**src/rtl/lsm_pkg.sv**
```systemverilog
`default_nettype none
// ----------------------------------------------------------------------------
// lsm_pkg: shared types and constants of the line substring matcher
// Register indexes, configuration record, queue entry and the case fold.
// ----------------------------------------------------------------------------
package lsm_pkg;

   localparam int MAX_PATTERN_DEF = 32;   // default window depth
   localparam int PATTERN_BYTES   = 32;   // bytes held by the pattern registers
   localparam int PATTERN_WORDS   = 4;
   localparam int WORD_W          = 64;
   localparam int PB_IDX_W        = $clog2(PATTERN_BYTES);
   localparam int LEN_REG_W       = 6;
   localparam int WIDE_W          = LEN_REG_W + 1;   // holds lengths up to 127
   localparam int CSR_IDX_W       = 3;
   localparam int QUEUE_DEPTH     = 2;

   typedef enum logic [CSR_IDX_W-1:0] {
      CSR_IGNORE_CASE    = 3'd0,
      CSR_PATTERN_LENGTH = 3'd1,
      CSR_PATTERN_WORD0  = 3'd2,
      CSR_PATTERN_WORD1  = 3'd3,
      CSR_PATTERN_WORD2  = 3'd4,
      CSR_PATTERN_WORD3  = 3'd5
   } csr_index_type;

   typedef struct packed {
      logic                                ignore_case;
      logic [LEN_REG_W-1:0]                pattern_length;
      logic [PATTERN_WORDS-1:0][WORD_W-1:0] pattern_words;
   } lsm_cfg_type;

   typedef struct packed {
      logic hit;
      logic eol;
   } lsm_item_type;

   function automatic logic [7:0] fold_byte(input logic icase, input logic [7:0] c);
      if (icase && (c >= 8'h41) && (c <= 8'h5A)) begin
         return c + 8'h20;
      end
      return c;
   endfunction

endpackage : lsm_pkg
`default_nettype wire

```
**src/rtl/lsm_back.sv**
```systemverilog
`default_nettype none
// ----------------------------------------------------------------------------
// lsm_back: line result stage
// Collect hits into a per-line flag and register one result per line end.
// ----------------------------------------------------------------------------
module lsm_back
   import lsm_pkg::*;
(
   input  wire logic         clock,
   input  wire logic         reset,
   input  wire logic         pop_valid,
   output      logic         pop_ready,
   input  wire lsm_item_type pop_item,
   output      logic         out_valid,
   input  wire logic         out_ready,
   output      logic         out_matched
);

   logic found_ff, found_in;
   logic valid_ff, valid_in;
   logic matched_ff, matched_in;
   logic do_pop;

   // A non-final byte always drains; a line end waits for a free result slot.
   assign pop_ready   = !pop_item.eol || !valid_ff || out_ready;
   assign do_pop      = pop_valid && pop_ready;
   assign out_valid   = valid_ff;
   assign out_matched = matched_ff;

   always_comb begin
      found_in   = found_ff;
      valid_in   = valid_ff && !out_ready;
      matched_in = matched_ff;
      if (do_pop) begin
         if (pop_item.eol) begin
            found_in   = 1'b0;
            valid_in   = 1'b1;
            matched_in = found_ff || pop_item.hit;
         end else begin
            found_in = found_ff || pop_item.hit;
         end
      end
   end

   always_ff @(posedge clock) begin
      if (reset) begin
         found_ff <= 1'b0;
         valid_ff <= 1'b0;
      end else begin
         found_ff <= found_in;
         valid_ff <= valid_in;
      end
   end

   always_ff @(posedge clock) begin
      matched_ff <= matched_in;
   end

endmodule : lsm_back
`default_nettype wire

```
**config.mk**
```make
export PLATFORM = sky130hd
export DESIGN_NAME = lsm_back
export DESIGN_NICKNAME = d
export VERILOG_FILES = /design/src/rtl/lsm_pkg.sv /design/src/rtl/lsm_back.sv
export SDC_FILE = /design/constraint.sdc
export NUM_CORES = 1
export LEC_CHECK = 0
export BUFFER_PORTS_ARGS = -buffer_cell sky130_fd_sc_hd__buf_4
export CORE_AREA = 4 4 41 43
export DETAILED_ROUTE_END_ITERATION = 10
export DIE_AREA = 0 0 45 47
export SYNTH_ARGS = -nofsm -noshare
export SYNTH_HDL_FRONTEND = slang
export SYNTH_SLANG_ARGS = --single-unit
```
**constraint.sdc**
```tcl
create_clock -name clock -period 1.05 [get_ports clock]
set_clock_uncertainty 0.05 [all_clocks]
set_input_delay 0.21 -clock clock [delete_from_list [all_inputs] [get_ports clock]]
set_output_delay 0.21 -clock clock [all_outputs]
set_load 0.02 [all_outputs]
```
==> results.yml <==
setup_path:
  cp_slowest_stage_delay_ns: 0.32
  cp-end-kind: "output port"
  crit_type: "reg -> out"
  cp_max_fo: 2
  crit_path_start_kind: "flop"
  path_cells: "nor2b_4 -> nand2_2 -> buf_6"
  cp_data_arrival_time_ns: 0.87
  crit_slowest_cell: "dfxtp_2"
  required_ns: 0.79
global_route:
  overflow: 0
  grt_pass1_wl_um: 552
  grt_use_total_pct: 4.423
  grt_pass1_vias: 157
  grt_max_degree: 5
  antenna_found_initial: 0
logic_synthesis:
  syn_area_per_cell_sq_um: 9.831
  ys_ff_latch: 3
  synth_nets: 20
  synthCells: 14
  seq_area_frac_synth_pct: 50.91
  yosys.area.top_type: "dfxtp_1"
  synth_top_family_by_area: "simple AND/OR/NAND/NOR gates"
  synth_adder_area_share_pct: 0
  synth.top_cell.area_share_pct: 29.09
  synthXorXnorAreaFrac_pct: 0
  synth_compound_area_share_pct: 18.18
  synthTopCellsByArea: "dfxtp_1, edfxtp_1, a2111oi_2"
  synth.area.mux_share_pct: 0
  yosysWarnings: 0
  synth_area_sq_um: 137.6
  synth_simple_gate_area_share_pct: 30.91
  yosysUniqueCellTypes: 10
clock_tree:
  clkLatencyLatePin_ns: 0.23
  cts.htree.levels: 1
  clockRootBuffer: "clkbuf_4"
  path_clk_slew_ns: 0.04
  cts.sinks: 3
  clockBufferDepth: 2
  cts_tree: "yes"
  cts_buffers: 3
timing:
  max_slew_margin_pct: 83.58
  slew_viol_final: 0
  period_needed_ns: 1.131
  final.setup.tns_ns: -0.08411
  setup-violations-final: 2
  post-route-period-util_pct: 107.7
  tightestPinTransition_ns: 0.2458
  timing.fmax_mhz: 884.5
  worst_slack_ns: -0.08056
  hold_viol_final: 0
  rsz0062_at_grt: "true"
finish:
  drive_gt1_share_pct: 64.29
  nFillCells: 154
  finalNetCount: 35
  utilization_pct: 21.25
  layout_common_cells: "buf_4, clkbuf_4, a21oi_1, buf_6"
  final_common_cell: "buf_4"
  area_delta_synth_final_pct: 100.9
  num_antenna_cells: 0
power_and_ir_drop:
  vdd_drop_max_uv: 210.9
  total_power_w: 0.0003861
  p_per_area_nw_per_um2: 1396
  power.leakage_nw: 0.1167
floorplanning:
  std_cell_rows: 13
  coreArea_sq_um: 1301
  die_h_um: 47
  start_util_pct: 10.58
  ios: 9
  dieArea_sq_um: 2115
  die_w_um: 45
detailed_routing:
  drc_errors: 0
  drt-initial-drc-count: 0
  viasPerCell: 3.535
  wl_per_cell_um: 8.419
  via_count: 152
  totalWireLength_um: 362
  ant_nets: 0
  first_pass_iters: 1
place:
  io_buffer_count: 8
  hpwl_um: 266.3
  dpl_worst_slack_ns: 0.06228
  gp_congestion: 0.6805
worst_hold_path:
  hold_path.class: "in -> reg"
outcome:
  status: "finished, violations left"
  violations: "setup timing"
run:
  drv_cap: 0
-- metal layers --
| layer | routed length, um | up-vias | global-route usage (%) |
|---|---|---|---|
| met5 | 0 | - | 0 |
| met4 | 0 | 0 | 5.263 |
| met3 | 65 | 0 | 4.981 |
| met2 | 183 | 8 | 6.497 |
| met1 | 113 | 68 | 2.500 |
| li1 | - | 76 | - |
-- flip-flops by register name (all words and copies together) (netlist names) --
register	count
found_ff	1
out_matched	1
out_valid	1
-- cells in the mapped netlist, drive strengths merged --
master,n
a21oi,2
and2,1
or2,1
nor2b,2
nand2b,1
a2111oi,1
nand2,2
dfxtp,2
edfxtp,1
nor2,1
-- repair_timing --
item,in CTS,in global routing
endpoints found under the setup margin,1,2
hold buffers,0,0
pin swaps,1,0
resized for setup,5,1
buffers inserted,1,1
-- kinds of logic (layout without fill, tap and decap cells) --
kind of cell / count (synthesis) / count (layout)
AOI/OAI and AO/OA: 3 / 3
buffers and inverters: 0 / 14
DFF: 3 / 3
and+or+nand+nor: 8 / 8
-- report_power, final --
part	total, W	internal [W]	switching (W)
clock	0.000199	0.000142	0.0000565
sequential	0.000129	0.000127	0.00000238
combinational	0.0000582	0.0000337	0.0000245
-- cell type report --
type                       instances  area (sq um)  area share, %
tap                               15         18.77          6.787
multi-input combinational         11         77.57          28.05
timing repair buffer              10         82.58          29.86
clock buffer                       4         26.28          9.502
sequential                         3         71.32          25.79
-- through the flow --
step	hold WS [ns]	area [sq um]	cells
CTS	0.07869	266.5	42
finish	0.08861	276.5	43
floorplan	0.2289	137.6	14
global route	0.07180	276.5	43
global placement	0.3354	216.5	37
detailed placement	0.3376	216.5	37
-- path summary, 6_finish.rpt --
check,from,endpoint,slack [ns],cells after the start
max,out_valid,pop_ready,-0.08,3
min,reset,out_valid,0.09,2
max reg2reg,out_valid,out_matched,0.04,3
min reg2reg,found_ff,out_matched,0.50,1
-- worst max-delay path, delay by kind of cell, from the launching register on --
family | cells | cell delay (ns)
buffers and inverters | 1 | 0.12
DFF | 1 | 0.32
and+or+nand+nor | 2 | 0.19
Power figures use the tool's default switching activity.
