<file path="config.mk">
export PLATFORM = sky130hd
export DESIGN_NAME = lsm_queue
export DESIGN_NICKNAME = d
export VERILOG_FILES = /design/src/rtl/lsm_pkg.sv /design/src/rtl/lsm_queue.sv
export SDC_FILE = /design/constraint.sdc
export NUM_CORES = 1
export LEC_CHECK = 0
export BUFFER_PORTS_ARGS = -buffer_cell sky130_fd_sc_hd__clkbuf_2
export CORE_AREA = 2 2 39 41
export DETAILED_ROUTE_END_ITERATION = 10
export DIE_AREA = 0 0 41 43
export GPL_ROUTABILITY_DRIVEN = 1
export PLACE_DENSITY = 0.45
export SETUP_SLACK_MARGIN = 0.05
export SYNTH_ARGS = -nofsm -noshare
export SYNTH_HDL_FRONTEND = slang
export SYNTH_SLANG_ARGS = --single-unit
</file>
<file path="constraint.sdc">
create_clock -name clock -period 1.7 [get_ports clock]
set_input_delay 0.34 -clock clock [delete_from_list [all_inputs] [get_ports clock]]
set_output_delay 0.34 -clock clock [all_outputs]
set_load 0.03 [all_outputs]
</file>
<file path="src/rtl/lsm_pkg.sv">
`default_nettype none
// ----------------------------------------------------------------------------
// lsm_pkg: shared types and constants of the line substring matcher
// Register indexes, configuration record, queue entry and the case fold.
// ----------------------------------------------------------------------------
package lsm_pkg;

   localparam int MAX_PATTERN_DEF = 32;   // default window depth
   localparam int PATTERN_BYTES   = 32;   // bytes held by the pattern registers
   localparam int PATTERN_WORDS   = 4;
   localparam int WORD_W          = 64;
   localparam int PB_IDX_W        = $clog2(PATTERN_BYTES);
   localparam int LEN_REG_W       = 6;
   localparam int WIDE_W          = LEN_REG_W + 1;   // holds lengths up to 127
   localparam int CSR_IDX_W       = 3;
   localparam int QUEUE_DEPTH     = 2;

   typedef enum logic [CSR_IDX_W-1:0] {
      CSR_IGNORE_CASE    = 3'd0,
      CSR_PATTERN_LENGTH = 3'd1,
      CSR_PATTERN_WORD0  = 3'd2,
      CSR_PATTERN_WORD1  = 3'd3,
      CSR_PATTERN_WORD2  = 3'd4,
      CSR_PATTERN_WORD3  = 3'd5
   } csr_index_type;

   typedef struct packed {
      logic                                ignore_case;
      logic [LEN_REG_W-1:0]                pattern_length;
      logic [PATTERN_WORDS-1:0][WORD_W-1:0] pattern_words;
   } lsm_cfg_type;

   typedef struct packed {
      logic hit;
      logic eol;
   } lsm_item_type;

   function automatic logic [7:0] fold_byte(input logic icase, input logic [7:0] c);
      if (icase && (c >= 8'h41) && (c <= 8'h5A)) begin
         return c + 8'h20;
      end
      return c;
   endfunction

endpackage : lsm_pkg
`default_nettype wire

</file>
<file path="src/rtl/lsm_queue.sv">
`default_nettype none
// ----------------------------------------------------------------------------
// lsm_queue: short item queue
// Decouple the compare stage from the line result logic.
// ----------------------------------------------------------------------------
module lsm_queue
   import lsm_pkg::*;
(
   input  wire logic         clock,
   input  wire logic         reset,
   input  wire logic         push_valid,
   output      logic         push_ready,
   input  wire lsm_item_type push_item,
   output      logic         pop_valid,
   input  wire logic         pop_ready,
   output      lsm_item_type pop_item
);

   localparam int PTR_W = (QUEUE_DEPTH > 1) ? $clog2(QUEUE_DEPTH) : 1;
   localparam int CNT_W = $clog2(QUEUE_DEPTH + 1);

   lsm_item_type [QUEUE_DEPTH-1:0] slot_ff;
   logic [PTR_W-1:0] wr_ptr_ff, wr_ptr_in;
   logic [PTR_W-1:0] rd_ptr_ff, rd_ptr_in;
   logic [CNT_W-1:0] count_ff, count_in;
   logic             do_push, do_pop;

   assign push_ready = count_ff != CNT_W'(QUEUE_DEPTH);
   assign pop_valid  = count_ff != '0;
   assign pop_item   = slot_ff[rd_ptr_ff];
   assign do_push    = push_valid && push_ready;
   assign do_pop     = pop_valid && pop_ready;

   always_comb begin
      wr_ptr_in = wr_ptr_ff;
      rd_ptr_in = rd_ptr_ff;
      count_in  = count_ff;
      if (do_push) begin
         wr_ptr_in = (wr_ptr_ff == PTR_W'(QUEUE_DEPTH - 1)) ? '0 : wr_ptr_ff + PTR_W'(1);
      end
      if (do_pop) begin
         rd_ptr_in = (rd_ptr_ff == PTR_W'(QUEUE_DEPTH - 1)) ? '0 : rd_ptr_ff + PTR_W'(1);
      end
      if (do_push && !do_pop) begin
         count_in = count_ff + CNT_W'(1);
      end else if (do_pop && !do_push) begin
         count_in = count_ff - CNT_W'(1);
      end
   end

   always_ff @(posedge clock) begin
      if (reset) begin
         wr_ptr_ff <= '0;
         rd_ptr_ff <= '0;
         count_ff  <= '0;
      end else begin
         wr_ptr_ff <= wr_ptr_in;
         rd_ptr_ff <= rd_ptr_in;
         count_ff  <= count_in;
      end
   end

   always_ff @(posedge clock) begin
      if (do_push) begin
         slot_ff[wr_ptr_ff] <= push_item;
      end
   end

endmodule : lsm_queue
`default_nettype wire

</file>
==> reports/qor.txt <==
Total Power -> 0.754 mW
clock root buffer -> clkbuf_4
RSZ-0062 raised after global routing -> no
largest net degree at the start of global routing -> 6
clock slew at reported path FFs -> 0.06 ns
max-slew violation count -> 0
worst hold endpoint -> slot_ff[0]$_DFFE_PP_
compound-cell area share of the yosys netlist -> 8.60%
Max-slew headroom -> 78.8%
core area -> 1380 µm²
TNS Setup -> 0 ns
Place WS -> 0.122 ns
num ports -> 10
FP Rows -> 14
die area -> 1760 µm²
count of different cell masters after synthesis -> 16
fraction of synthesized area in multiplexers -> 6.45%
Final period util -> 93.5%
Clk Latency, worst-skew pair -> 0.25 ns
Fill cells -> 143
CTS HTree Levels -> 1
Post-Route Utilization -> 31.8%
XOR/XNOR share of the synthesized area -> 7.53%
Total Routed Length -> 545 µm
Hold Path Stages -> 1
YS warnings -> 0
outcome -> finished, final reports clean
1st-iter DRT viols -> 0
Post-DP HPWL -> 461 µm
Post-Syn Instances -> 28
Placed Cells -> 53
initial antenna violation count -> 0
Mean Syn Cell Area -> 12.5 µm²
CP startpoint kind -> flip-flop
Wirelength per Cell -> 9.56 µm
clk sinks -> 8
Diodes inserted -> 0
Tightest Pin Transition -> 0.314 ns
Max-cap violations -> 0
clock skew -> 0.00232 ns
reg2reg end -> count_ff[1]$_SDFFE_PP0P_
Final Worst Setup Slack -> 0.110 ns
Hold Startpoint -> push_item[0]
required time of the worst setup path -> 1.88 ns
Setup violations, final -> 0
post_cts resized -> 0
largest family of logic cells by synthesized area -> simple AND/OR/NAND/NOR gates
CP Max Fanout -> 5
Layout Nets -> 49
post-place instance area -> 414 µm²
Worst path max stage delay -> 0.38 ns
crit path time final -> 1.59 ns
reg2reg setup slack -> 0.11 ns
hold slack final -> 0.278 ns
CTS tree -> done
capturing element type of the critical path -> flip-flop
Hold Buf Count CTS -> 0
initial core utilization -> 25.2%
total number of vias -> 245
crit-path cells -> nand2b_4, and2_1, ha_1, or3_1, a21oi_1
final hold vios -> 0
critical path's slowest cell -> or3_1
#FFs+latches synth -> 8
CTS max path bufs -> 2
final global-route overflow total -> 0
ys flop type -> edfxtp_1
asr flop ratio synth -> 0%
Leak Pwr -> 0.193 nW
final instance count without filler cells -> 57
vias in the first global route -> 223
GRT Total Usage -> 7.91%
Vias/cell -> 4.30
Hold WC Path Type -> in2reg
Worst Path Arrival -> 1.77 ns
EDFF count, synth -> 4
area grow syn2layout -> 26.2%
drt pass-1 iters -> 1
Syn Nets -> 35
fraction of layout cells with a size suffix above 1 -> 41.5%
Setup Crit Path Kind -> reg2reg
Post-Layout Inst Area -> 440 µm²
port bufs -> 9
die height -> 43 µm
Peak supply drop -> 542 µV
R2R Path Start -> count_ff[0]$_SDFFE_PP0P_
post-synthesis sequential area ratio -> 57.3%
die width -> 41 µm
power density cells -> 1710 nW/µm²
Synth Area in Adders -> 3.58%
Reg2Reg Depth -> 5
setup bufs post-CTS -> 0
FMAX -> 629 MHz
CTS buffer count -> 3
Final GP Congestion -> 0.726
Mapped Area -> 349 µm²
first-pass GRT wire length -> 869 µm
Remaining DRCs -> 0
simple-gate share of the synthesized area -> 15.4%
ANT nets after route -> 0
## metal layers
layer | global-route usage (%) | share of wire, %
met1 | 9.30 | 42
met2 | 10.0 | 51
met3 | 3.14 | 7.2
met4 | 8.00 | 0
met5 | 0 | 0
## Yosys cell counts (all sizes together), types with 2 or more instances
master | n | area [µm²]
nor2 | 2 | 7.51
o21ai | 2 | 10.0
a21oi | 2 | 10.0
xor2 | 3 | 26.3
dfxtp | 4 | 80.1
mux2 | 2 | 22.5
edfxtp | 4 | 120
## critical path, delay by kind of cell (launching register included)
kind	cells	cell delay [ns]
AO/OA/AOI/OAI	1	0.13
adder cells (fa/ha/maj)	1	0.33
flip-flops	1	0.35
AND/OR/NAND/NOR	3	0.72
## placed cells by master, fill, tap and decap left out
| master | instances |
|---|---|
| ha_1 | 1 |
| inv_1 | 1 |
| clkbuf_1 | 1 |
| a21bo_2 | 1 |
| xor2_1 | 3 |
| clkbuf_2 | 9 |
| clkbuf_4 | 3 |
| and3_1 | 1 |
| o21ai_0 | 2 |
| or3_1 | 1 |
| nor2_1 | 2 |
| nand3b_1 | 1 |
| or2_2 | 1 |
| mux2_2 | 2 |
| nand2b_4 | 1 |
| a21oi_1 | 2 |
| edfxtp_1 | 4 |
| and2_1 | 1 |
| dfxtp_1 | 4 |
## state kept, by name, summed over array words and instances, names as in the netlist
signal	cells
wr_ptr_ff	1
count_ff	2
rd_ptr_ff	1
slot_ff	4
## layout make-up
class,count,area (µm²),area share [%]
multi-input combinational,19,145,33.0
timing repair buffer,9,45.0,10.2
inverter,1,3.75,0.852
sequential,8,200,45.5
tap,16,20.0,4.55
clock buffer,4,26.3,5.97
## logic make-up (layout without fill, tap and decap cells)
group	Yosys count	after routing
and+or+nand+nor	8	8
buffers and inverters	1	14
DFF	8	8
AOI/OAI and AO/OA	5	5
muxes	2	2
adders and majority gates	1	1
xor gates and xnor gates	3	3
## power breakdown
group / internal, mW / switching, mW / total (mW)
clock network: 0.0897 / 0.0639 / 0.154
registers: 0.251 / 0.0434 / 0.294
logic: 0.132 / 0.174 / 0.306
total: 0.473 / 0.281 / 0.754
## how the worst max path moves through the flow
| stage | start | to | depth (start not counted) | slack, ns |
|---|---|---|---|---|
| 6_report | count_ff[0]$_SDFFE_PP0P_ | count_ff[1]$_SDFFE_PP0P_ | 5 | 0.11 |
| 5_1_grt | count_ff[0]$_SDFFE_PP0P_ | count_ff[1]$_SDFFE_PP0P_ | 4 | 0.05 |
| 4_1_cts | count_ff[0]$_SDFFE_PP0P_ | count_ff[1]$_SDFFE_PP0P_ | 5 | 0.10 |
| 3_5_place_dp | count_ff[0]$_SDFFE_PP0P_ | count_ff[1]$_SDFFE_PP0P_ | 5 | 0.12 |
| 3_3_place_gp | count_ff[0]$_SDFFE_PP0P_ | count_ff[1]$_SDFFE_PP0P_ | 5 | 0.17 |
| 2_1_floorplan | count_ff[0]$_SDFFE_PP0P_ | count_ff[1]$_SDFFE_PP0P_ | 5 | 0.13 |
Power figures use the tool's default switching activity.
