### src/rtl/lsm_pkg.sv
`default_nettype none
// ----------------------------------------------------------------------------
// lsm_pkg: shared types and constants of the line substring matcher
// Register indexes, configuration record, queue entry and the case fold.
// ----------------------------------------------------------------------------
package lsm_pkg;

   localparam int MAX_PATTERN_DEF = 32;   // default window depth
   localparam int PATTERN_BYTES   = 32;   // bytes held by the pattern registers
   localparam int PATTERN_WORDS   = 4;
   localparam int WORD_W          = 64;
   localparam int PB_IDX_W        = $clog2(PATTERN_BYTES);
   localparam int LEN_REG_W       = 6;
   localparam int WIDE_W          = LEN_REG_W + 1;   // holds lengths up to 127
   localparam int CSR_IDX_W       = 3;
   localparam int QUEUE_DEPTH     = 2;

   typedef enum logic [CSR_IDX_W-1:0] {
      CSR_IGNORE_CASE    = 3'd0,
      CSR_PATTERN_LENGTH = 3'd1,
      CSR_PATTERN_WORD0  = 3'd2,
      CSR_PATTERN_WORD1  = 3'd3,
      CSR_PATTERN_WORD2  = 3'd4,
      CSR_PATTERN_WORD3  = 3'd5
   } csr_index_type;

   typedef struct packed {
      logic                                ignore_case;
      logic [LEN_REG_W-1:0]                pattern_length;
      logic [PATTERN_WORDS-1:0][WORD_W-1:0] pattern_words;
   } lsm_cfg_type;

   typedef struct packed {
      logic hit;
      logic eol;
   } lsm_item_type;

   function automatic logic [7:0] fold_byte(input logic icase, input logic [7:0] c);
      if (icase && (c >= 8'h41) && (c <= 8'h5A)) begin
         return c + 8'h20;
      end
      return c;
   endfunction

endpackage : lsm_pkg
`default_nettype wire

### src/rtl/lsm_front.sv
`default_nettype none
// ----------------------------------------------------------------------------
// lsm_front: window and compare stage
// Shift each byte into the window register, then compare the window with the
// aligned pattern in the next cycle and emit a hit/end-of-line item.
// ----------------------------------------------------------------------------
module lsm_front
   import lsm_pkg::*;
#(
   parameter int MAX_PATTERN = MAX_PATTERN_DEF
) (
   input  wire logic         clock,
   input  wire logic         reset,
   input  wire lsm_cfg_type  cfg,
   input  wire logic         in_valid,
   output      logic         in_ready,
   input  wire logic [7:0]   in_char,
   input  wire logic         in_eol,
   output      logic         push_valid,
   input  wire logic         push_ready,
   output      lsm_item_type push_item
);

   localparam int LEN_W = $clog2(MAX_PATTERN + 1);

   logic [MAX_PATTERN-1:0][7:0] win_ff, win_in;
   logic [MAX_PATTERN-1:0][7:0] aligned_ff, aligned_in;
   logic [MAX_PATTERN-1:0]      mask_ff, mask_in;
   logic [MAX_PATTERN-1:0]      eq;
   logic [LEN_W-1:0]            len_ff, len_in;
   logic [LEN_W-1:0]            cnt_ff, cnt_in, cnt_inc;
   logic [LEN_W-1:0]            s1_cnt_ff, s1_cnt_in;
   logic                        s1_valid_ff, s1_valid_in;
   logic                        s1_eol_ff, s1_eol_in;
   logic [PATTERN_WORDS*WORD_W-1:0] pat_flat;
   logic [WIDE_W-1:0]           pos;
   logic [7:0]                  pbyte;
   logic                        accept;

   assign pat_flat = cfg.pattern_words;
   assign in_ready = !s1_valid_ff || push_ready;
   assign accept   = in_valid && in_ready;

   // Clamp the length and line the pattern up with the window, newest byte first.
   always_comb begin
      pos   = '0;
      pbyte = '0;
      if ({1'b0, cfg.pattern_length} > WIDE_W'(MAX_PATTERN)) begin
         len_in = LEN_W'(MAX_PATTERN);
      end else begin
         len_in = LEN_W'(cfg.pattern_length);
      end
      for (int j = 0; j < MAX_PATTERN; j++) begin
         pos = WIDE_W'(len_in) - WIDE_W'(j) - WIDE_W'(1);
         if (pos < WIDE_W'(PATTERN_BYTES)) begin
            pbyte = pat_flat[pos[PB_IDX_W-1:0]*8 +: 8];
         end else begin
            pbyte = 8'h00;
         end
         aligned_in[j] = fold_byte(cfg.ignore_case, pbyte);
         mask_in[j]    = WIDE_W'(j) < WIDE_W'(len_in);
      end
   end

   always_comb begin
      win_in[0] = accept ? in_char : win_ff[0];
      for (int j = 1; j < MAX_PATTERN; j++) begin
         win_in[j] = accept ? win_ff[j-1] : win_ff[j];
      end
   end

   assign cnt_inc = (cnt_ff == LEN_W'(MAX_PATTERN)) ? cnt_ff : cnt_ff + LEN_W'(1);

   always_comb begin
      cnt_in      = cnt_ff;
      s1_cnt_in   = s1_cnt_ff;
      s1_eol_in   = s1_eol_ff;
      s1_valid_in = s1_valid_ff;
      if (in_ready) begin
         s1_valid_in = in_valid;
      end
      if (accept) begin
         cnt_in    = in_eol ? '0 : cnt_inc;
         s1_cnt_in = cnt_inc;
         s1_eol_in = in_eol;
      end
   end

   always_comb begin
      for (int j = 0; j < MAX_PATTERN; j++) begin
         eq[j] = (fold_byte(cfg.ignore_case, win_ff[j]) == aligned_ff[j]) || !mask_ff[j];
      end
   end

   assign push_valid    = s1_valid_ff;
   assign push_item.hit = (s1_cnt_ff >= len_ff) && (&eq);
   assign push_item.eol = s1_eol_ff;

   always_ff @(posedge clock) begin
      if (reset) begin
         win_ff      <= '0;
         cnt_ff      <= '0;
         s1_valid_ff <= 1'b0;
      end else begin
         win_ff      <= win_in;
         cnt_ff      <= cnt_in;
         s1_valid_ff <= s1_valid_in;
      end
   end

   always_ff @(posedge clock) begin
      aligned_ff <= aligned_in;
      mask_ff    <= mask_in;
      len_ff     <= len_in;
      s1_cnt_ff  <= s1_cnt_in;
      s1_eol_ff  <= s1_eol_in;
   end

endmodule : lsm_front
`default_nettype wire

### config.mk
export PLATFORM = sky130hd
export DESIGN_NAME = lsm_front
export DESIGN_NICKNAME = d
export VERILOG_FILES = /design/src/rtl/lsm_pkg.sv /design/src/rtl/lsm_front.sv
export SDC_FILE = /design/constraint.sdc
export NUM_CORES = 2
export LEC_CHECK = 0
export BUFFER_PORTS_ARGS = -buffer_cell sky130_fd_sc_hd__buf_2
export CAP_MARGIN = 5
export CORE_ASPECT_RATIO = 2
export CORE_MARGIN = 2
export CORE_UTILIZATION = 56
export DETAILED_ROUTE_END_ITERATION = 8
export PLACE_DENSITY = 0.76
export SETUP_SLACK_MARGIN = 0.05
export SLEW_MARGIN = 20
export SYNTH_ARGS = -nofsm -noshare
export SYNTH_HDL_FRONTEND = slang
export SYNTH_SLANG_ARGS = --single-unit
### constraint.sdc
create_clock -name clock -period 5.45 [get_ports clock]
set_input_delay 0.8175 -clock clock [delete_from_list [all_inputs] [get_ports clock]]
set_output_delay 0.8175 -clock clock [all_outputs]
set_load 0.02 [all_outputs]
==> metrics, run 1 <==
Synth cell types=86; Synth top cells by count=nand2_1, dfxtp_1, a21oi_1, mux2i_1, mux4_2; Cell Area, Placed=46,290 um2; hpwl dp=178,400 um; Tool Error=[ERROR GRT-0116] Global routing finished with congestion. Check the congestion regions in the DRC Viewer.; vias in the first global route=45,700; Synthesized Nets=5,165; Die Y=392.0 um; largest family of logic cells by synthesized area=multiplexers; ys flop type=dfxtp_1; hold buffer count at cts=0; run status=stopped before the end; Seq/Total Area, Yosys=26.90%; simple-gate area share of the yosys netlist=17.18%; EDFF count, synth=7; Port Buf Inserts=279; CTS Buffer Depth=3; num ports=280; cell taking the most area after synthesis=dfxtp_1; GRT Residual Overflow=35; Horiz. Die Dim=198.0 um; post-synthesis area per instance=8.764 um2; largest net degree at the start of global routing=194; Total GRT Usage=62.73%; Stopped at=global routing (5_1_grt); Post-Synthesis Cells=4,811; H-tree depth=2; Ys Warns=0; Setup Buffers After CTS=0; XOR/XNOR Fraction of Synth Area=6.170%; GP Congestion=1.243; CTS buffer count=45; initial core utilization=56.37%; Synth Area in Compound Gates=16.13%; post-CTS sizing=0; Adder-Cell Fraction of Synth Area=2.315%; first-pass GRT wire length=345,900 um; Synth area leaders=dfxtp_1, mux4_2, mux2i_1, nand2_1, a21oi_1; Clock Root Buffer=clkbuf_16; Yosys reg bits=563; Post-synth ARST share=0%; Cell Rows=142; CTS sink cnt=563; mux cell area share after synthesis=26.75%; synthesized area=42,160 um2; Synth top area share=26.40%; most frequent cell after synthesis=nand2_1
[layer usage]
layer / overflow / track usage [%]
met1: 0 / 64.48
met3: 0 / 31.01
met4: 13 / 67.89
met5: 0 / 3.314
met2: 22 / 87.75
[cell families after synthesis]
kind of cell | count (synthesis)
simple gates | 1650
compound gates | 1040
mux | 726
flops | 563
buf+inv | 460
xor+xnor | 294
fa+ha+maj | 78
[metrics by stage]
stage / setup WS (ns) / utilization, % / hold slack, ns / instances
4_1_cts: 0.09831 / 63.90 / 0.4496 / 6176
3_5_place_dp: 0.1648 / 61.89 / 0.4898 / 6096
3_3_place_gp: 0.1018 / 61.89 / 0.4777 / 6096
2_1_floorplan: 0.08165 / - / 0.4572 / 4811
==> inputs of run 2 (changes only) <==
--- a/config.mk
+++ b/config.mk
@@ -7,12 +7,10 @@
 export LEC_CHECK = 0
 export BUFFER_PORTS_ARGS = -buffer_cell sky130_fd_sc_hd__buf_2
 export CAP_MARGIN = 5
-export CORE_ASPECT_RATIO = 2
 export CORE_MARGIN = 2
-export CORE_UTILIZATION = 56
+export CORE_UTILIZATION = 40
 export DETAILED_ROUTE_END_ITERATION = 8
-export PLACE_DENSITY = 0.76
-export SETUP_SLACK_MARGIN = 0.05
+export PLACE_DENSITY_LB_ADDON = 0.15
 export SLEW_MARGIN = 20
 export SYNTH_ARGS = -nofsm -noshare
 export SYNTH_HDL_FRONTEND = slang
==> constraint.sdc (replaced) <==
create_clock -name clock -period 7.1 [get_ports clock]
set_input_delay 1.065 -clock clock [delete_from_list [all_inputs] [get_ports clock]]
set_output_delay 1.065 -clock clock [all_outputs]
set_load 0.02 [all_outputs]
==> metrics, run 2 <==
hold buffer count at cts=0 (unchanged); Die Y=328.7 um (-16%); WHS Path Cells=2; most frequent cells in the layout=nand2_1, dfxtp_1, a21oi_1; initial antenna violation count=31; period utilization=86.16%; H-tree depth=3 (+1); crit path DAT=5.05 ns; Port Buf Inserts=279 (unchanged); via count=42,540; CTS Buffer Depth=3 (unchanged); Multi-input gate area=29,070 um2; Seq/Total Area, Yosys=26.90% (unchanged); Horiz. Die Dim=328.7 um (+66%); Synth top area share=26.40% (unchanged); # nets final=5,317; R2R depth=6; first-pass GRT wire length=311,100 um; TritonCTS clock tree=built; Final min period=6.117 ns; crit path max-delay cell type=or4b_2; wire per inst=35.47 um; most frequent cell after synthesis=nand2_1; Logic pwr share=34.2%; core area=105,000 um2; Net Sw Frac=37.54%; Total GRT Usage=41.16%; Synthesized Nets=5,165 (unchanged); vias in the first global route=38,580; clk_lat worst skew=0.64 ns; Final Worst Setup Slack=0.9826 ns; worst r2r src=push_valid$_SDFFE_PP0N_; CP startpoint kind=input pin; RSZ-0062 raised after global routing=false; CP peak stage delay=0.67 ns; clock slew at reported path FFs=0.06 ns; Clk pwr share=33.2%; final setup fails=0; commonest non-fill, non-tap cell in the layout=nand2_1; CP Capture Type=output port; initial core utilization=40.17% (-16 points); DRT iter0 DRCs=6,235; Worst Path Max Fanout=9; Worst Path Class, Setup=input pin to output port; max cap viols=0; worst reg-to-reg setup slack=4.33 ns; FF+latch area=11,340 um2; Min-Delay Path Class=register to register; cell taking the most area after synthesis=dfxtp_1; Internal=7.051 mW; GP Congestion=1.091 (-12%); post-CTS sizing=0 (unchanged); largest net degree at the start of global routing=150; Filler Cell Count=10,460; num ports=280 (unchanged); DRC=0; synthesized area=42,160 um2 (unchanged); pwr dens=237.1 nW/um2; Final Hold Viols=0; Die ar.=108,000 um2; Area growth syn-to-layout=12.92%; hold endpoint=win_ff[255]$_SDFFE_PP0P_; Yosys reg bits=563 (unchanged); hpwl dp=183,400 um (+2.8%); Critical Path RT=6.03 ns; CTS buffer count=68 (+51%); leakage=18.79 nW; pre-CTS setup slack=0.9791 ns (+0.8143 ns); Final Skew=0.01266 ns; CP cell instances=buf_2 > inv_1 > or4b_2 > nor4_1 > o21ba_2 > o41ai_1 > nand3_1 > a221oi_1 > nand4_1 > nor4_1 > buf_4 > buf_2; Post-synth ARST share=0% (unchanged); VDD IR max=0.1711 mV; Synth area leaders=dfxtp_1, mux4_2, mux2i_1, nand2_1, a21oi_1; EDFF count, synth=7 (unchanged); Synth cell types=86 (unchanged); post-synthesis area per instance=8.764 um2 (unchanged); run status=complete, no violations; Final Max Tran Viols=0; Worst R2R End=win_ff[9]$_SDFFE_PP0P_; worst slew pin tran=1.287 ns; Final TNS setup=0 ns; Final Routed Wirelength=228,000 um; Post-Synthesis Cells=4,811 (unchanged); total power=11.29 mW; GRT Residual Overflow=0; Clock Root Buffer=clkbuf_16; Synth top cells by count=nand2_1, dfxtp_1, a21oi_1, mux2i_1, mux4_2; Cell Rows=119 (-16%); biggest regs=aligned_ff x256, win_ff x256, mask_ff x31; share of layout cells above drive strength 1=18.24%; Max Clock Freq=163.5 MHz; CTS sink cnt=563 (unchanged); post-DR vias/cell=6.618; max_slew headroom=12.96%; min-delay src=win_ff[255]$_SDFFE_PP0P_; Flop pwr share=32.6%; antenna violation net count after detailed routing=0; fin util=45.35%; Setup Buffers After CTS=0 (unchanged); DRT Pass-1 Iters=6; Ys Warns=0 (unchanged); switching pwr=4.238 mW; ys flop type=dfxtp_1
run 2: cell counts after synthesis:
No cell type changed its count.
run 2: cells by family (layout without fill, tap and decap cells):
kind of cell | after synthesis | count (layout) | synth area share (%)
AOI/OAI and AO/OA | 1040 | 1040 | 16.13
xor gates and xnor gates | 294 | 294 | 6.170
adders and majority gates | 78 | 78 | 2.315
buffers and inverters | 460 | 665 | 4.561
DFF | 563 | 563 | 26.90
muxes | 726 | 726 | 26.75
other | 0 | 20 | 0
and+or+nand+nor | 1650 | 1650 | 17.18
run 2: cell type report:
cell class	instances	share of cell area, %
flip-flops and latches	563	23.82
inverters	146	1.193
well taps	1391	3.656
clock buffers	98	4.263
multi-input cells	3788	61.05
clock inverters	25	0.7911
repair buffers	396	5.117
diodes	20	0.1051
run 2: critical path: cells and delay by family:
family	cells	cell delay (ns)
simple gates	5	2.02
compound gates	3	1.06
buf+inv	4	0.91
run 2: routing by layer:
layer,GRT usage (%),part of all wire [%]
met1,55.27,40
met2,57.98,40
met3,11.37,12
met4,26.23,7.7
met5,0,0.042
run 2: how the worst max path moves through the flow:
stage               startpoint  cells after the start  slack (ns)                      end
floorplan             cfg[257]                     19        1.14  aligned_ff[118]$_DFF_P_
global placement      cfg[262]                     12        0.91             push_item[1]
detailed placement    cfg[262]                     12        0.98             push_item[1]
CTS                   cfg[262]                     12        0.95             push_item[1]
global route          cfg[262]                     13        0.77             push_item[1]
finish                cfg[262]                     12        0.98             push_item[1]
run 2: power groups by stage:
stage	clock [mW]	combinational (mW)	sequential [mW]
2_1_floorplan	0	2.17	3.60
3_3_place_gp	0	3.66	3.74
3_5_place_dp	0	3.67	3.74
4_1_cts	3.80	3.68	3.67
5_1_grt	3.92	3.94	3.69
6_report	3.75	3.86	3.68
run 2: through the flow:
stage,hold slack [ns],area [um2],cells
finish,0.4959,47610,6427
global route,0.5281,47580,6415
CTS,0.4899,47550,6407
detailed placement,0.4821,45140,6284
global placement,0.4807,45140,6284
floorplan,0.4572,42160,4811
Power figures use the tool's default switching activity.
