`src/rtl/lsm_pkg.sv`:
```
`default_nettype none
// ----------------------------------------------------------------------------
// lsm_pkg: shared types and constants of the line substring matcher
// Register indexes, configuration record, queue entry and the case fold.
// ----------------------------------------------------------------------------
package lsm_pkg;

   localparam int MAX_PATTERN_DEF = 32;   // default window depth
   localparam int PATTERN_BYTES   = 32;   // bytes held by the pattern registers
   localparam int PATTERN_WORDS   = 4;
   localparam int WORD_W          = 64;
   localparam int PB_IDX_W        = $clog2(PATTERN_BYTES);
   localparam int LEN_REG_W       = 6;
   localparam int WIDE_W          = LEN_REG_W + 1;   // holds lengths up to 127
   localparam int CSR_IDX_W       = 3;
   localparam int QUEUE_DEPTH     = 2;

   typedef enum logic [CSR_IDX_W-1:0] {
      CSR_IGNORE_CASE    = 3'd0,
      CSR_PATTERN_LENGTH = 3'd1,
      CSR_PATTERN_WORD0  = 3'd2,
      CSR_PATTERN_WORD1  = 3'd3,
      CSR_PATTERN_WORD2  = 3'd4,
      CSR_PATTERN_WORD3  = 3'd5
   } csr_index_type;

   typedef struct packed {
      logic                                ignore_case;
      logic [LEN_REG_W-1:0]                pattern_length;
      logic [PATTERN_WORDS-1:0][WORD_W-1:0] pattern_words;
   } lsm_cfg_type;

   typedef struct packed {
      logic hit;
      logic eol;
   } lsm_item_type;

   function automatic logic [7:0] fold_byte(input logic icase, input logic [7:0] c);
      if (icase && (c >= 8'h41) && (c <= 8'h5A)) begin
         return c + 8'h20;
      end
      return c;
   endfunction

endpackage : lsm_pkg
`default_nettype wire

```
`src/rtl/lsm_csr.sv`:
```
`default_nettype none
// ----------------------------------------------------------------------------
// lsm_csr: configuration registers
// Decode writes into the ignore-case flag, pattern length and pattern words.
// ----------------------------------------------------------------------------
module lsm_csr
   import lsm_pkg::*;
(
   input  wire logic                 clock,
   input  wire logic                 reset,
   input  wire logic                 wr_valid,
   output      logic                 wr_ready,
   input  wire logic [CSR_IDX_W-1:0] wr_index,
   input  wire logic [WORD_W-1:0]    wr_data,
   output      lsm_cfg_type          cfg
);

   lsm_cfg_type cfg_ff;
   lsm_cfg_type cfg_in;

   assign wr_ready = 1'b1;
   assign cfg      = cfg_ff;

   always_comb begin
      cfg_in = cfg_ff;
      if (wr_valid) begin
         unique case (wr_index)
            CSR_IGNORE_CASE:    cfg_in.ignore_case      = wr_data[0];
            CSR_PATTERN_LENGTH: cfg_in.pattern_length   = wr_data[LEN_REG_W-1:0];
            CSR_PATTERN_WORD0:  cfg_in.pattern_words[0] = wr_data;
            CSR_PATTERN_WORD1:  cfg_in.pattern_words[1] = wr_data;
            CSR_PATTERN_WORD2:  cfg_in.pattern_words[2] = wr_data;
            CSR_PATTERN_WORD3:  cfg_in.pattern_words[3] = wr_data;
            default:            cfg_in = cfg_ff;
         endcase
      end
   end

   always_ff @(posedge clock) begin
      if (reset) begin
         cfg_ff <= '0;
      end else begin
         cfg_ff <= cfg_in;
      end
   end

endmodule : lsm_csr
`default_nettype wire

```
`config.mk`:
```
export PLATFORM = sky130hd
export DESIGN_NAME = lsm_csr
export DESIGN_NICKNAME = d
export VERILOG_FILES = /design/src/rtl/lsm_pkg.sv /design/src/rtl/lsm_csr.sv
export SDC_FILE = /design/constraint.sdc
export NUM_CORES = 1
export LEC_CHECK = 0
export BUFFER_PORTS_ARGS = -buffer_cell sky130_fd_sc_hd__buf_2
export CORE_MARGIN = 10
export CORE_UTILIZATION = 55
export CTS_CLUSTER_DIAMETER = 150
export DETAILED_ROUTE_END_ITERATION = 10
export PLACE_DENSITY = 0.85
export REMOVE_ABC_BUFFERS = 1
export SLEW_MARGIN = 40
export SYNTH_ARGS = -nofsm -noshare
export SYNTH_HDL_FRONTEND = slang
export SYNTH_SLANG_ARGS = --single-unit
```
`constraint.sdc`:
```
create_clock -name clock -period 1.8 [get_ports clock]
set_input_delay 0.18 -clock clock [delete_from_list [all_inputs] [get_ports clock]]
set_output_delay 0.18 -clock clock [all_outputs]
set_load 0.005 [all_outputs]
```
==> impl_metrics.env, run 1 <==
export IMPL_initial_core_util=0.558
export IMPL_route_detailed_drc=0
export IMPL_dieArea_mm2=0.0248
export IMPL_htreeDepth=1
export IMPL_first_global_vias=7942
export IMPL_insertion_delay_ns=0.51
export IMPL_pwr_share_seq=0.482
export IMPL_worst_slack_ns=0.563
export IMPL_path_cells="buf_2"
export IMPL_place_worst_setup_slack_ns=0.365
export IMPL_power_density_mw_per_mm2=939
export IMPL_skew_ns=0
export IMPL_critPathTopFamily="flip-flops"
export IMPL_cpPeakStageDelay_ns=0.39
export IMPL_worst_slew_pin_slew_ns=0.671
export IMPL_syn_inst=929
export IMPL_detail_route_antenna_nets=0
export IMPL_largest_reg_flops=263
export IMPL_clock_sinks=263
export IMPL_drive_above_1_share=0.306
export IMPL_p_clk_frac=0.449
export IMPL_swShare=0.217
export IMPL_path_buf_inv=1
export IMPL_grt_max_degree=95
export IMPL_power_frac_comb=0.069
export IMPL_yosys_register_bits=263
export IMPL_cts_tree="done"
export IMPL_crit_type="reg2out"
export IMPL_grt_pass1_wl_um=43300
export IMPL_fin_nets=1323
export IMPL_final_core_util=0.714
export IMPL_drt_iter0_drc=273
export IMPL_rows=50
export IMPL_setup_total_negative_slack_ns=0
export IMPL_vias=7658
export IMPL_antennaDiodeCount=0
export IMPL_r2r_slack_ns=1.14
export IMPL_power_switching_mw=2.71
export IMPL_totalWireLength_um=28100
export IMPL_placed_cell_area_mm2=0.0122
export IMPL_synthDistinctLibCells=14
export IMPL_clk_path_buf_depth=3
export IMPL_area_growth_pct=28.0
export IMPL_hpwlAfterDp_um=19700
export IMPL_path_clk_slew_ns=0.06
export IMPL_cpMaxStageDelayCell="dfxtp_1"
export IMPL_cp_end_kind="primary output"
export IMPL_fin_crit_ns=1.24
export IMPL_worstPathRequired_ns=1.62
export IMPL_critical_path_max_fanout=2
export IMPL_rsz0062_at_grt="no"
export IMPL_slew_viol_final=0
export IMPL_ys_warn_count=0
export IMPL_timing_fmax_ghz=0.808
export IMPL_syn_area_mm2=0.0104
export IMPL_viasPerCell=5.10
export IMPL_multi_input_area_mm2=0.00478
export IMPL_p_total_mw=12.5
export IMPL_coreArea_mm2=0.0186
export IMPL_ioPinCount=334
export IMPL_seqCellArea_mm2=0.00527
export IMPL_numPortBuffers=332
export IMPL_start_kind="flip-flop"
export IMPL_critPathArrivalTime_ns=1.06
export IMPL_wl_per_cell_um=18.7
export IMPL_grt_usage=0.216
export IMPL_internal_power_mw=9.79
export IMPL_finalSetupViolCount=0
export IMPL_status="completed"
export IMPL_post_route_period_util=0.687
export IMPL_cts_setup_buffers=0
export IMPL_yosysSeqAreaShare=0.507
export IMPL_die_y_um=157
export IMPL_ir_drop_v=0.000702
export IMPL_hold_viol=0
export IMPL_hold_class="in2reg"
export IMPL_drtPass1Iterations=5
export IMPL_timing_slew_headroom=0.553
export IMPL_numCtsBuffers=26
export IMPL_p_leak_nw=7.03
export IMPL_gr_total_overflow=0
export IMPL_antenna_found_initial=0
export IMPL_gp_congestion=0.816
export IMPL_fp_dieW_um=157
export IMPL_final_area_mm2=0.0133
export IMPL_cts_root_buf="clkbuf_16"
export IMPL_avgSynthCellArea_um2=11.2
export IMPL_n_fill_cell=1369
export IMPL_drv_cap=0
-- worst paths after layout --
kind                            cells past startpoint               endpoint                  start
worst min-delay path                                3  cfg[114]$_SDFFE_PP0P_            wr_data[50]
worst max register to register                      2    cfg[4]$_SDFFE_PP0P_    cfg[4]$_SDFFE_PP0P_
worst max-delay path                                1                 cfg[4]    cfg[4]$_SDFFE_PP0P_
worst min register to register                      2  cfg[259]$_SDFFE_PP0P_  cfg[259]$_SDFFE_PP0P_
-- power by group through the flow --
| stage | Combinational, mW | Sequential [mW] | Clock (mW) |
|---|---|---|---|
| after global placement | 0.828 | 6.14 | 0 |
| after CTS | 0.876 | 6.02 | 5.69 |
| after floorplan | 0.437 | 6.15 | 0 |
| after detailed placement | 0.840 | 6.15 | 0 |
| after global routing | 0.942 | 6.03 | 5.92 |
| final | 0.868 | 6.02 | 5.61 |
-- cells in the final DEF, fill, tap and decap left out, types with 2 or more instances in the layout --
| cell type | synthesis | layout |
|---|---|---|
| dlygate4sd3_1 | 0 | 18 |
| bufinv_16 | 0 | 3 |
| buf_2 | 8 | 331 |
| buf_12 | 0 | 10 |
| mux2i_1 | 263 | 263 |
| clkinv_2 | 0 | 3 |
| buf_4 | 19 | 3 |
| clkbuf_16 | 0 | 27 |
| nand2b_1 | 327 | 327 |
| dfxtp_1 | 263 | 263 |
| clkbuf_8 | 0 | 6 |
| clkbuf_1 | 35 | 3 |
| nand4b_1 | 2 | 2 |
| nand4bb_1 | 3 | 2 |
-- cell type report --
class / count / area share
sequential: 263 / 0.396
multi-input combinational: 599 / 0.360
timing repair buffer: 363 / 0.156
clock buffer: 36 / 0.0578
tap: 234 / 0.0220
clock inverter: 8 / 0.00912
-- through the flow --
step           hold WS (ns)  cells
2_1_floorplan         0.360    862
3_3_place_gp          0.454   1441
3_5_place_dp          0.458   1441
4_1_cts            0.000634   1503
5_1_grt              0.0152   1503
6_report             0.0106   1503
-- metal layers --
layer  GRT usage  share of wire
met5           0              0
met1       0.245           0.40
met2       0.375           0.49
met3      0.0614          0.083
met4      0.0801          0.032
-- cell families after synthesis --
logic type    count (synthesis)  synth area share
simple gates                335             0.205
mux                         263             0.253
other cells                   1          0.000361
buf+inv                      67            0.0350
flops                       263             0.507
-- what timing repair did --
action / in CTS / in global routing
resized for setup: 0 / 0
endpoints found under the hold margin: 44 / 0
hold buffers: 18 / 0
-- synthesized netlist by cell type (all sizes together) --
master | count | area, um^2
nand4b | 2 | 17.5
nor4b | 1 | 8.76
dfxtp | 263 | 5270
nand2b | 327 | 2050
and4bb | 1 | 12.5
conb | 1 | 3.75
nand4bb | 3 | 33.8
and4b | 1 | 10.0
clkbuf | 36 | 136
buf | 31 | 228
mux2i | 263 | 2630
Power figures use the tool's default switching activity.
==> run 2, diff against run 1 <==
- ABC_AREA: not set -> 1
- CORE_UTILIZATION: 55 -> 51
- PLACE_DENSITY: 0.85 -> 0.8
- clock period: 1.8 -> 1.2 ns (I/O delays scaled with it)
==> run 2 against run 1 <==
Critical path depth stayed put. Combinational power rose to 2.6 times the previous value. Sequential power grew 53%. Wire length up 27%. Clock power is 50% higher. Utilization fell by 1.5 points. Flip-flop and latch count unchanged. Largest cell class unchanged. Synthesized cell count grew 63%. Hold slack improved by 0.033 ns. Area after synthesis about the same. Non-clock buffer count up 68.
==> impl_metrics.env, run 2 <==
export IMPL_status="completed"
export IMPL_syn_inst=1510
export IMPL_rows=52
export IMPL_rsz0062_at_grt="no"
export IMPL_avgSynthCellArea_um2=6.89
export IMPL_cpPeakStageDelay_ns=0.38
export IMPL_synthDistinctLibCells=14
export IMPL_cp_end_kind="primary output"
export IMPL_cts_tree="done"
export IMPL_hold_class="in2reg"
export IMPL_synthSimpleGateAreaFrac=0.419
export IMPL_n_fill_cell=1633
export IMPL_synthArstFlopShare=0
export IMPL_largest_reg_flops=263
export IMPL_timing_fmax_ghz=0.858
export IMPL_htreeDepth=1
export IMPL_drv_cap=0
export IMPL_synth_top_area_share=0.506
export IMPL_fin_crit_ns=1.17
export IMPL_post_route_period_util=0.972
export IMPL_synth_mux_area_frac=0
export IMPL_skew_ns=0
export IMPL_fp_dieW_um=163
export IMPL_grt_pass1_wl_um=55700
export IMPL_seqCellArea_mm2=0.00527
export IMPL_area_growth_pct=35.4
export IMPL_cts_setup_buffers=0
export IMPL_numPortBuffers=332
export IMPL_insertion_delay_ns=0.53
export IMPL_grt_max_degree=64
export IMPL_p_total_mw=19.9
export IMPL_cpMaxStageDelayCell="dfxtp_1"
export IMPL_critPathArrivalTime_ns=1.05
export IMPL_first_global_vias=10700
export IMPL_yosysSeqAreaShare=0.506
export IMPL_cts_root_buf="clkbuf_16"
export IMPL_antenna_found_initial=3
export IMPL_gr_total_overflow=0
export IMPL_wl_per_cell_um=16.6
export IMPL_path_buf_inv=1
export IMPL_critPathTopFamily="flip-flops"
export IMPL_route_detailed_drc=0
export IMPL_hpwlAfterDp_um=23100
export IMPL_synth_edf_count=0
export IMPL_start_kind="flip-flop"
export IMPL_drt_iter0_drc=817
export IMPL_layout_common_cells="526 x nor2_1, 332 x buf_2, 269 x nand2_1, 263 x nand3_1, 261 x dfxtp_1"
export IMPL_critical_path_max_fanout=2
export IMPL_synth_flop_cell="dfxtp_1"
export IMPL_synth_compound_area_frac=0.000481
export IMPL_dieArea_mm2=0.0265
export IMPL_path_cells="buf_2"
export IMPL_slew_viol_final=0
export IMPL_vias=11100
export IMPL_setup_total_negative_slack_ns=0
export IMPL_path_clk_slew_ns=0.06
export IMPL_synth_xor_area_frac=0
export IMPL_drive_above_1_share=0.225
export IMPL_clock_sinks=263
export IMPL_p_leak_nw=7.01
export IMPL_synth_top_family_by_area="simple AND/OR/NAND/NOR gates"
export IMPL_multi_input_area_mm2=0.00440
export IMPL_synth_area_leader_cell="dfxtp_1"
export IMPL_numCtsBuffers=28
export IMPL_synthTopCellsByCount="528 x nor2_1, 269 x nand2_1, 263 x dfxtp_1, 263 x nand3_1, 69 x inv_1"
export IMPL_detail_route_antenna_nets=0
export IMPL_final_core_util=0.698
export IMPL_place_worst_setup_slack_ns=-0.0315
export IMPL_ir_drop_v=0.00105
export IMPL_die_y_um=163
export IMPL_synth_adder_area_share=0
export IMPL_gp_congestion=0.820
export IMPL_worstPathRequired_ns=1.08
export IMPL_drtPass1Iterations=5
export IMPL_final_common_cell="nor2_1"
export IMPL_fin_nets=1933
export IMPL_ys_warn_count=0
export IMPL_viasPerCell=5.17
export IMPL_grt_usage=0.253
export IMPL_yosys_register_bits=263
export IMPL_clk_path_buf_depth=3
export IMPL_totalWireLength_um=35700
export IMPL_hold_viol=0
export IMPL_syn_area_mm2=0.0104
export IMPL_netlist_top_cells_area="dfxtp_1 51%, nor2_1 19%, nand3_1 13%"
export IMPL_initial_core_util=0.516
export IMPL_worst_slack_ns=0.0342
export IMPL_ioPinCount=334
export IMPL_power_density_mw_per_mm2=1410
export IMPL_coreArea_mm2=0.0202
export IMPL_crit_type="reg2out"
export IMPL_yosysMostFrequentCell="nor2_1"
export IMPL_finalSetupViolCount=0
[run 2: final timing paths]
path                         start                   end  slack (ns)  cells past startpoint
min reg2reg   cfg[66]$_SDFFE_PP0P_  cfg[66]$_SDFFE_PP0P_        0.48                      2
max reg2reg   cfg[29]$_SDFFE_PP0P_  cfg[29]$_SDFFE_PP0P_        0.56                      2
max          cfg[206]$_SDFFE_PP0P_              cfg[206]        0.03                      1
min                     wr_data[0]  cfg[64]$_SDFFE_PP0P_        0.04                      5
[run 2: stage by stage]
step | cells | hold slack, ns | area [um^2]
after floorplan | 1402 | 0.379 | 9900
after global placement | 2039 | 0.456 | 12500
after detailed placement | 2039 | 0.467 | 12500
after CTS | 2149 | 0.0240 | 14100
after global routing | 2152 | 0.0716 | 14100
final | 2154 | 0.0433 | 14100
[run 2: final cells by class]
type                            count  share of cell area
Inverter                           71              0.0195
Clock inverter                      6             0.00391
Timing Repair Buffer              431               0.206
Clock buffer                       40              0.0594
Sequential cell                   263               0.374
Antenna cell                        5            0.000889
Tap cell                          270              0.0240
Multi-Input combinational cell   1068               0.312
[run 2: what timing repair did]
item | CTS | global route
gates resized for setup | 1 | 3
setup endpoints to repair | 1 | 42
hold endpoints to repair | 232 | 0
hold buffers | 64 | 0
[run 2: kinds of logic after synthesis]
group,Yosys count
and+or+nand+nor,1066
buffers and inverters,179
other,1
DFF,263
AOI/OAI and AO/OA,1
[run 2: power breakdown]
part	switching (mW)	internal [mW]	leakage, nW
Clock	3.40	4.99	0.446
Combinational	1.34	0.938	4.43
Sequential	0.176	9.04	2.14
[run 2: metal layers]
metal | GRT usage | wire [um] | vias up
met5 | 0 | 0 | -
met4 | 0.111 | 1260 | 0
met3 | 0.0789 | 4160 | 91
met2 | 0.422 | 16900 | 606
met1 | 0.292 | 13400 | 5070
li1 | - | - | 5377
==> run 3, diff against run 2 <==
- ABC_AREA: 1 -> not set
==> run 3 against run 2 <==
Flip-flop and latch count is the same. Wire length shrank 17%. Clock skew is the same. Setup slack gained 0.018 ns. Combinational power shrank 34%. Sequential share of layout area is essentially flat. Via count shrank 29%. Global-route usage shrank 4.3 points. Power shrank 4.1%. Critical path depth is the same. Critical path type unchanged. Largest cell class unchanged. Largest power group unchanged.
==> impl_metrics.env, run 3 (synthesis gave the netlist of run 1 again) <==
export IMPL_status="completed"
export IMPL_skew_ns=0
export IMPL_r2r_end="cfg[99]$_SDFFE_PP0P_"
export IMPL_drive_above_1_share=0.311
export IMPL_start_kind="flip-flop"
export IMPL_post_route_period_util=0.956
export IMPL_vias=7911
export IMPL_crit_type="reg2out"
export IMPL_cts_tree="done"
export IMPL_path_buf_inv=1
export IMPL_drtPass1Iterations=7
export IMPL_timing_fmax_ghz=0.871
export IMPL_numPortBuffers=332
export IMPL_crit_start="cfg[41]$_SDFFE_PP0P_"
export IMPL_antenna_found_initial=1
export IMPL_layout_common_cells="331 x buf_2, 327 x nand2b_1, 263 x mux2i_1, 262 x dfxtp_1, 61 x dlygate4sd3_1"
export IMPL_cp_end_kind="primary output"
export IMPL_path_clk_slew_ns=0.06
export IMPL_critical_path_max_fanout=2
export IMPL_slew_viol_final=0
export IMPL_drt_iter0_drc=421
export IMPL_critPathTopFamily="flip-flops"
export IMPL_holdPathStages=3
export IMPL_critPathArrivalTime_ns=1.03
export IMPL_initial_core_util=0.515
export IMPL_insertion_delay_ns=0.51
export IMPL_fin_nets=1393
export IMPL_cpMaxStageDelayCell="dfxtp_1"
export IMPL_htreeDepth=1
export IMPL_fin_crit_ns=1.15
export IMPL_cts_root_buf="clkbuf_16"
export IMPL_wl_per_cell_um=18.3
export IMPL_r2r_slack_ns=0.54
export IMPL_hold_class="in2reg"
export IMPL_numCtsBuffers=27
export IMPL_rows=52
export IMPL_path_cells="buf_2"
export IMPL_final_common_cell="buf_2"
export IMPL_hpwlAfterDp_um=21000
export IMPL_clock_sinks=263
export IMPL_ioPinCount=334
export IMPL_fp_dieW_um=163
export IMPL_hold_viol=0
export IMPL_grt_pass1_wl_um=45800
export IMPL_largest_reg_flops=263
export IMPL_n_fill_cell=1457
export IMPL_seqCellArea_mm2=0.00527
export IMPL_route_detailed_drc=0
export IMPL_rsz0062_at_grt="no"
export IMPL_totalWireLength_um=29600
export IMPL_power_density_mw_per_mm2=1350
export IMPL_clk_path_buf_depth=3
export IMPL_place_worst_setup_slack_ns=-0.0359
export IMPL_p_leak_nw=7.38
export IMPL_worstPathRequired_ns=1.08
export IMPL_finalSetupViolCount=0
export IMPL_r2r_cells=2
export IMPL_cpPeakStageDelay_ns=0.36
export IMPL_viasPerCell=4.90
export IMPL_gp_congestion=0.792
export IMPL_detail_route_antenna_nets=0
export IMPL_hold_path_end="cfg[192]$_SDFFE_PP0P_"
export IMPL_first_global_vias=8299
export IMPL_dieArea_mm2=0.0265
export IMPL_gr_total_overflow=0
export IMPL_r2r_start="cfg[99]$_SDFFE_PP0P_"
export IMPL_min_from="wr_data[0]"
export IMPL_coreArea_mm2=0.0202
export IMPL_grt_max_degree=39
export IMPL_worst_slack_ns=0.0524
export IMPL_drv_cap=0
export IMPL_multi_input_area_mm2=0.00478
export IMPL_die_y_um=163
export IMPL_grt_usage=0.210
export IMPL_area_growth_pct=35.5
export IMPL_final_core_util=0.698
export IMPL_ir_drop_v=0.00103
[run 3: changes by cell type in the layout (fill, tap and decap cells not counted), moves of 3 or more]
cell | before | now
nor2_4 | 8 | 0
inv_1 | 67 | 0
diode_2 | 5 | 1
nand3_1 | 263 | 0
nor2_1 | 526 | 0
nand2b_1 | 0 | 327
mux2i_1 | 0 | 263
nand2_1 | 269 | 0
dlygate4sd3_1 | 64 | 61
buf_12 | 26 | 17
buf_4 | 7 | 22
[run 3: timing repair]
action / CTS / global route
buffers inserted: 0 / 0
hold buffers: 61 / 0
endpoints found under the setup margin: 0 / 1
resized for setup: 0 / 1
hold endpoints to repair: 241 / 0
[run 3: layout make-up]
class,count,area share
timing repair buffer,432,0.198
clock buffer,39,0.0561
tap,270,0.0240
antenna,1,0.000178
multi-input combinational,599,0.340
clock inverter,9,0.00853
sequential,263,0.374
[run 3: how the worst max path moves through the flow]
stage / end / cells after the start
after global placement: cfg[98]$_SDFFE_PP0P_ / 5
after floorplan: cfg[128]$_SDFFE_PP0P_ / 2
after detailed placement: cfg[51]$_SDFFE_PP0P_ / 4
after global routing: cfg[128] / 1
final: cfg[41] / 1
after CTS: cfg[41] / 1
[run 3: metal layers]
metal  GRT usage  vias to the layer above  routed length [um]
li1            -                     3847                   -
met1       0.246                     3734               11900
met2       0.354                      278               14200
met3      0.0693                       52                2560
met4      0.0725                        0                 852
met5           0                        -                   0
[run 3: metrics by stage]
| step | power (mW) | cells | hold slack (ns) | instance area, um^2 | setup TNS, ns |
|---|---|---|---|---|---|
| 2_1_floorplan | 9.89 | 862 | 0.300 | 10000 | -504.38 |
| 3_3_place_gp | 10.5 | 1503 | 0.454 | 12600 | 0 |
| 3_5_place_dp | 10.6 | 1503 | 0.459 | 12600 | -0.141 |
| 4_1_cts | 19.2 | 1612 | 0.00537 | 14100 | 0 |
| 5_1_grt | 19.7 | 1613 | 0.0177 | 14100 | 0 |
| 6_report | 19.1 | 1613 | 0.0174 | 14100 | 0 |
[run 3: power by group]
group	internal, mW	switching (mW)	total, mW
Clock	5.19	3.35	8.54
Combinational	0.817	0.686	1.50
Sequential	8.93	0.109	9.03
